$ cat config.mk
export PLATFORM = sky130hd
export DESIGN_NAME = multiplexed_lcd_scan_driver_unit
export DESIGN_NICKNAME = d
export VERILOG_FILES = /design/src/hdl/lsd_pkg.sv /design/src/hdl/lsd_store.sv /design/src/hdl/lsd_scan.sv /design/src/hdl/multiplexed_lcd_scan_driver_unit.sv
export SDC_FILE = /design/constraint.sdc
export NUM_CORES = 1
export LEC_CHECK = 0
export BUFFER_PORTS_ARGS = -buffer_cell sky130_fd_sc_hd__buf_2
export CAP_MARGIN = 20
export CORE_ASPECT_RATIO = 1.2
export CORE_MARGIN = 8
export CORE_UTILIZATION = 61
export CTS_CLUSTER_SIZE = 25
export DETAILED_ROUTE_END_ITERATION = 12
export PLACE_DENSITY_LB_ADDON = 0.25
export RECOVER_POWER = 25
export SLEW_MARGIN = 20
export SYNTH_ARGS = -nofsm -noshare
export SYNTH_HDL_FRONTEND = slang
export SYNTH_HIERARCHICAL = 1
export SYNTH_SLANG_ARGS = --single-unit
export TNS_END_PERCENT = 10
$ cat constraint.sdc
create_clock -name clock -period 11.7 [get_ports clock]
set_input_delay 0 -clock clock [delete_from_list [all_inputs] [get_ports clock]]
set_output_delay 0 -clock clock [all_outputs]
set_load 0.005 [all_outputs]
$ cat src/hdl/lsd_pkg.sv
`timescale 1ns / 1ps

package lsd_pkg;

   // panel geometry
   localparam int NumCommons     = 10;
   localparam int BytesPerRow    = 4;
   localparam int RowW           = (NumCommons > 1) ? $clog2(NumCommons) : 1;
   localparam int ColW           = $clog2(BytesPerRow);

   // time base
   localparam int TicksPerSecond = 1000;
   localparam int TickW          = (TicksPerSecond > 1) ? $clog2(TicksPerSecond + 1) : 1;
   localparam int SecW           = 31;
   localparam int RandW          = 8;

   // port widths fixed by the pin map
   localparam int IdxW  = 4;
   localparam int MaskW = 10;
   localparam int SegW  = 26;
   localparam int TickOutW = 10;

   // operation codes
   localparam logic OpTick  = 1'b0;
   localparam logic OpWrite = 1'b1;

   typedef logic [7:0] byte_type;
   typedef byte_type [BytesPerRow-1:0] row_type;

   typedef struct packed {
      logic [RowW-1:0]  sel;
      logic             phase;
      logic [TickW-1:0] tick;
      logic [SecW-1:0]  seconds;
      logic [RandW-1:0] random;
   } scan_info_type;

endpackage

$ cat src/hdl/lsd_store.sv
`timescale 1ns / 1ps

module lsd_store (
   input  logic                      clock,
   input  logic                      reset,
   input  logic                      wr_en,
   input  logic [lsd_pkg::RowW-1:0]  wr_row,
   input  logic [lsd_pkg::ColW-1:0]  wr_col,
   input  lsd_pkg::byte_type         wr_data,
   input  logic                      rd_en,
   input  logic [lsd_pkg::RowW-1:0]  rd_row,
   output lsd_pkg::row_type          rd_data
);

   // display bytes, one row per common
   lsd_pkg::row_type mem [lsd_pkg::NumCommons];

   // per-byte written flags, a byte never written reads blank
   logic [lsd_pkg::BytesPerRow-1:0] written_ff [lsd_pkg::NumCommons];

   lsd_pkg::row_type                rd_ff;
   logic [lsd_pkg::BytesPerRow-1:0] rd_written_ff;

   always_ff @(posedge clock) begin
      if (wr_en) begin
         mem[wr_row][wr_col] <= wr_data;
      end
      if (rd_en) begin
         rd_ff <= mem[rd_row];
      end
   end

   always_ff @(posedge clock) begin
      if (reset) begin
         for (int r = 0; r < lsd_pkg::NumCommons; r++) begin
            written_ff[r] <= '0;
         end
         rd_written_ff <= '0;
      end else begin
         if (wr_en) begin
            written_ff[wr_row][wr_col] <= 1'b1;
         end
         if (rd_en) begin
            rd_written_ff <= written_ff[rd_row];
         end
      end
   end

   always_comb begin
      for (int b = 0; b < lsd_pkg::BytesPerRow; b++) begin
         rd_data[b] = rd_written_ff[b] ? rd_ff[b] : '0;
      end
   end

endmodule

$ cat src/hdl/lsd_scan.sv
`timescale 1ns / 1ps

module lsd_scan (
   input  logic                  clock,
   input  logic                  reset,
   input  logic                  advance,
   output lsd_pkg::scan_info_type info
);

   logic [lsd_pkg::RowW-1:0]  scan_ff,  scan_in;
   logic                      phase_ff, phase_in;
   logic [lsd_pkg::TickW-1:0] tick_ff,  tick_in;
   logic [lsd_pkg::SecW-1:0]  sec_ff,   sec_in;
   logic [lsd_pkg::RandW-1:0] rand_ff,  rand_in;

   always_comb begin
      rand_in = rand_ff + 1'b1;
      sec_in  = sec_ff;
      if (tick_ff == lsd_pkg::TickW'(lsd_pkg::TicksPerSecond - 1)) begin
         tick_in = '0;
         sec_in  = sec_ff + 1'b1;
      end else begin
         tick_in = tick_ff + 1'b1;
      end
      phase_in = phase_ff;
      if (scan_ff == lsd_pkg::RowW'(lsd_pkg::NumCommons - 1)) begin
         scan_in  = '0;
         phase_in = ~phase_ff;
      end else begin
         scan_in = scan_ff + 1'b1;
      end
   end

   // common and phase in force during this tick, counters after it
   assign info.sel     = scan_ff;
   assign info.phase   = phase_ff;
   assign info.tick    = tick_in;
   assign info.seconds = sec_in;
   assign info.random  = rand_in;

   always_ff @(posedge clock) begin
      if (reset) begin
         scan_ff  <= '0;
         phase_ff <= 1'b0;
         tick_ff  <= '0;
         sec_ff   <= '0;
         rand_ff  <= '0;
      end else if (advance) begin
         scan_ff  <= scan_in;
         phase_ff <= phase_in;
         tick_ff  <= tick_in;
         sec_ff   <= sec_in;
         rand_ff  <= rand_in;
      end
   end

endmodule

$ cat src/hdl/multiplexed_lcd_scan_driver_unit.sv
`timescale 1ns / 1ps

// channel   dir  ports                                   beat
// req       in   req_valid/req_stall, operation..data     one tick or one byte write
// rsp       out  rsp_valid/rsp_stall, common_index..      one per tick, none per write
//
// one beat per cycle while req_stall is low, writes and ticks alike; a tick result passes
// through the store read register, then the output register, after its beat
// the display row is read from a synchronous memory, and the output register follows it
// reset is synchronous; per-byte written flags make the store read blank at once, no sweep
// req_stall rises only while both the read stage and the output register hold beats
// and rsp_stall is high

module multiplexed_lcd_scan_driver_unit (
   input  logic                          clock,
   input  logic                          reset,
   // request channel
   input  logic                          req_valid,
   output logic                          req_stall,
   input  logic                          req_operation,
   input  logic [3:0]                    req_row,
   input  logic [1:0]                    req_column,
   input  logic [7:0]                    req_data,
   // result channel
   output logic                          rsp_valid,
   input  logic                          rsp_stall,
   output logic [lsd_pkg::IdxW-1:0]      rsp_common_index,
   output logic                          rsp_polarity,
   output logic [lsd_pkg::MaskW-1:0]     rsp_group_a_drive,
   output logic [lsd_pkg::MaskW-1:0]     rsp_group_a_level,
   output logic [lsd_pkg::MaskW-1:0]     rsp_group_b_drive,
   output logic [lsd_pkg::MaskW-1:0]     rsp_group_b_level,
   output logic [lsd_pkg::SegW-1:0]      rsp_segment_drive,
   output logic                          rsp_segment_level,
   output logic [lsd_pkg::TickOutW-1:0]  rsp_tick_count,
   output logic [lsd_pkg::SecW-1:0]      rsp_seconds,
   output logic [lsd_pkg::RandW-1:0]     rsp_random_byte
);

   // handshake and pipeline control
   logic req_take, tick_take, write_take;
   logic s1_valid_ff, out_valid_ff;
   logic out_load, s1_adv;

   assign out_load  = s1_valid_ff && (!out_valid_ff || !rsp_stall);
   assign s1_adv    = !s1_valid_ff || out_load;
   assign req_stall = !s1_adv;
   assign req_take  = req_valid && !req_stall;
   assign tick_take  = req_take && (req_operation == lsd_pkg::OpTick);
   assign write_take = req_take && (req_operation == lsd_pkg::OpWrite)
                       && (32'(req_row) < lsd_pkg::NumCommons);

   // scan position and time base
   lsd_pkg::scan_info_type info;

   lsd_scan u_scan (
      .clock   (clock),
      .reset   (reset),
      .advance (tick_take),
      .info    (info)
   );

   // display store, row of the current common read on the tick beat
   lsd_pkg::row_type row_bytes;

   lsd_store u_store (
      .clock   (clock),
      .reset   (reset),
      .wr_en   (write_take),
      .wr_row  (req_row[lsd_pkg::RowW-1:0]),
      .wr_col  (req_column[lsd_pkg::ColW-1:0]),
      .wr_data (req_data),
      .rd_en   (tick_take),
      .rd_row  (info.sel),
      .rd_data (row_bytes)
   );

   // read stage: tick context waits here for the row data
   lsd_pkg::scan_info_type s1_info_ff;

   always_ff @(posedge clock) begin
      if (tick_take) begin
         s1_info_ff <= info;
      end
   end

   // masks for the selected common
   logic [lsd_pkg::NumCommons-1:0] sel_bit;
   logic [lsd_pkg::NumCommons-1:0] all_commons;
   logic [lsd_pkg::SegW-1:0]       segs;

   always_comb begin
      sel_bit = '0;
      sel_bit[s1_info_ff.sel] = 1'b1;
      all_commons = '1;
      // pin map: byte0, low nibble of byte1, byte2, low six bits of byte3
      segs = {row_bytes[3][5:0], row_bytes[2], row_bytes[1][3:0], row_bytes[0]};
   end

   // output register
   always_ff @(posedge clock) begin
      if (reset) begin
         s1_valid_ff  <= 1'b0;
         out_valid_ff <= 1'b0;
      end else begin
         if (s1_adv) begin
            s1_valid_ff <= tick_take;
         end
         if (out_load) begin
            out_valid_ff <= 1'b1;
         end else if (!rsp_stall) begin
            out_valid_ff <= 1'b0;
         end
      end
   end

   always_ff @(posedge clock) begin
      if (out_load) begin
         rsp_common_index  <= lsd_pkg::IdxW'(s1_info_ff.sel);
         rsp_polarity      <= s1_info_ff.phase;
         rsp_group_b_drive <= lsd_pkg::MaskW'(sel_bit);
         rsp_segment_drive <= segs;
         rsp_tick_count    <= lsd_pkg::TickOutW'(s1_info_ff.tick);
         rsp_seconds       <= s1_info_ff.seconds;
         rsp_random_byte   <= s1_info_ff.random;
         if (!s1_info_ff.phase) begin
            // positive phase: all commons driven, selected one low, lit segments high
            rsp_group_a_drive <= lsd_pkg::MaskW'(all_commons);
            rsp_group_a_level <= lsd_pkg::MaskW'(all_commons & ~sel_bit);
            rsp_group_b_level <= '0;
            rsp_segment_level <= 1'b1;
         end else begin
            // negative phase: group a floats, group b drives the selected common high
            rsp_group_a_drive <= '0;
            rsp_group_a_level <= '0;
            rsp_group_b_level <= lsd_pkg::MaskW'(sel_bit);
            rsp_segment_level <= 1'b0;
         end
      end
   end

   assign rsp_valid = out_valid_ff;

endmodule
==> summary.md <==
| Metric | Value |
|---|---|
| First-pass GRT wire length | `about 70 mm` |
| Status | `finished with violations` |
| Synthesized area per cell | `15.6 um^2` |
| Startpoint Class | `flip-flop` |
| Crit path cell chain | `nand3_1 -> and4_1 -> nand2b_1 -> inv_2 -> and3_1 -> nand3_1 -> dlygate4sd3_1 -> nor2_1` |
| Most frequent CP cell | `nand3_1` |
| R2R Path End | `u_store/written_ff[15][3]` |
| DR iter-0 viols | `around 1100` |
| Clock Root Buffer | `clkbuf_16` |
| Fin crit share | `0.289` |
| Via Count | `12500` |
| RSZ-0062 raised after global routing | `false` |
| Setup TNS Final | `0 ns` |
| Max IR drop VDD | `about 0.13 mV` |
| Worst Path Required | `11.98 ns` |
| Least-Margin Pin Slew | `around 1.8 ns` |
| Launching point of the worst reg2reg path | `rsp_valid` |
| P_leak | `around 8.5 nW` |
| Critical path capture point type | `flip-flop` |
| Initial antenna violation count | `0` |
| Core Region | `about 38000 um^2` |
| WP depth | `8` |
| Post-route DRC violation count | `0` |
| R2r setup slk | `around 8.3 ns` |
| Slew margin rel. | `-0.197` |
| Min Tclk post-route | `roughly 3.4 ns` |
| Final Net Count | `approximately 1600` |
| Fin area | `~26000 um^2` |
| Area of the mapped netlist | `23100 um^2` |
| Failing checks | `capacitance limit, slew limit` |
| Hold WS | `0.0460 ns` |
| Post CTS Setup Buffer Count | `0` |
| Port Buffers | `roughly 140` |
| Share of layout cells above drive strength 1 | `0.174` |
| CP max stage delay | `~0.64 ns` |
| Commonest non-fill, non-tap cell in the layout | `edfxtp_1` |
| Final hold vios | `0` |
| Clock Sinks | `between 500 and 600` |
| Initial core utilization | `0.615` |
| GPL Wtd Cong | `around 0.83` |
| Clock Path Buffers | `3` |
| Die W | `between 150 and 200 um` |
| Yosys warns | `6` |
| DR pass1 iterations | `5` |
| Area Growth Syn to Fin | `12.1%` |
| Worst R2R Path Depth | `8` |
| Crit path kind | `reg -> reg` |
| Post-Place Cell Area | `24000 um^2` |
| Fmax | `slightly below 0.3 GHz` |
| Cell area power density | `162 nW/um^2` |
| Ant. Diodes | `0` |
| Crit path max fanout | `35` |
| Hpwl dp | `between 20 and 30 mm` |
| H-tree depth | `2` |
| Total Power | `between 0.004 and 0.005 W` |
| Worst Setup EP | `u_store/written_ff[15][3]` |
| Crit path DAT | `3.66 ns` |
| Worst skew pair latency | `~0.57 ns` |
| Per-cell routed wire length | `between 20 and 25 um` |
| Final setup violation count | `0` |
| Post-CTS sizing | `0` |
| Global Route Usage Sum | `0.199` |
| Die Span Y | `around 230 um` |
| Number of max-cap violations | `4` |
| Top delay family on crit path | `simple AND/OR/NAND/NOR gates` |
| Slowest cell on crit path | `dlygate4sd3_1` |
| Clk slew on worst S/H paths | `around 0.060 ns` |
| Vias in the first global route | `12500` |
| Total gr overflow | `0` |
| CP Buf/Inv Count | `2` |
| Worst hold path type | `in -> reg` |
| Crit. Startpoint | `rsp_valid` |
| Commonest non-fill, non-tap cells in the layout | `515 x edfxtp_1, 160 x nor2_1, 133 x buf_2` |
| CTS tree | `built` |
| Final Skew | `roughly 0.012 ns` |
| Die area | `about 44000 um^2` |
| Vias/cell | `5.85` |
| Largest net degree at the start of global routing | `81` |
| Antenna Violating Nets Remaining | `0` |
| Synthesized Nets | `around 1500` |
| Drt total wl | `44.9 mm` |
| Row count | `78` |
| Synth Instances | `1481` |
| TritonCTS Buffers | `53` |
| Count of pins over their slew limit | `roughly 160` |
| Io pins | `approximately 140` |
cell type report:
class	count	area [um^2]
timing repair buffer	164	898
inverter	7	26.3
sequential	575	16700
fill	2443	11700
clock inverter	31	325
multi-input combinational	805	5910
clock buffer	69	1480
tap	480	601
worst reg2reg max path, stage by stage (launching register included):
cell and delay [ns]:
dfxtp_1 0.35, nand3_1 0.14, and4_1 0.41, nand2b_1 0.42, inv_2 0.56, and3_1 0.32
nand3_1 0.13, dlygate4sd3_1 0.64, nor2_1 0.13
layer usage:
layer	part of all wire	vias up	global-route usage
met1	0.41	6178	0.248
met2	0.51	400	0.347
met3	0.055	87	0.0354
met5	0	-	0
li1	-	5798	-
met4	0.030	0	0.0706
registers in the layout, indices dropped and copies added, names as in the netlist:
register and cells:
u_scan/sec_ff 31, u_store/mem 260, rsp_group_b_drive 10, rsp_valid 1
rsp_common_index 4, s1_valid_ff 1, u_scan/scan_ff 4, u_scan/rand_ff 8
u_scan/phase_ff 1, u_store/rd_written_ff 4, u_scan/tick_ff 10, u_store/written_ff 64
rsp_group_a_level 10, u_store/rd_ff 26, rsp_segment_drive 26, rsp_tick_count 10
rsp_seconds 31, rsp_polarity 1, rsp_group_a_drive 1, rsp_group_b_level 10
s1_info_ff 54, rsp_random_byte 8
what timing repair did:
action | in CTS | in global routing
setup endpoints to repair | 0 | 0
hold buffers | 12 | 0
endpoints found under the hold margin | 114 | 0
worst min path at each step:
stage / startpoint / endpoint / slack (ns) / cells past startpoint
3_5_place_dp: rsp_stall / rsp_valid / 0.30 / 3
5_1_grt: req_row[2] / u_store/written_ff[11][3] / 0.08 / 4
6_report: req_row[2] / u_store/written_ff[10][3] / 0.05 / 4
3_3_place_gp: rsp_stall / rsp_valid / 0.29 / 3
2_1_floorplan: reset / s1_valid_ff / 0.07 / 1
4_1_cts: req_row[2] / u_store/written_ff[10][3] / 0.02 / 4
power breakdown:
group | total (W) | switching, W | internal (W)
combinational | 0.000147 | 0.0000887 | 0.0000584
clock | 0.00176 | 0.000715 | 0.00104
sequential | 0.00230 | 0.0000229 | 0.00227
metrics by stage:
step / std cells / util / setup WS, ns
2_1_floorplan: 1481 / - / 2.59
3_3_place_gp: 2019 / 0.639 / 8.67
3_5_place_dp: 2019 / 0.639 / 8.60
4_1_cts: 2131 / 0.690 / 8.40
5_1_grt: 2131 / 0.690 / 8.14
6_report: 2131 / 0.690 / 8.32
Power figures use the tool's default switching activity.
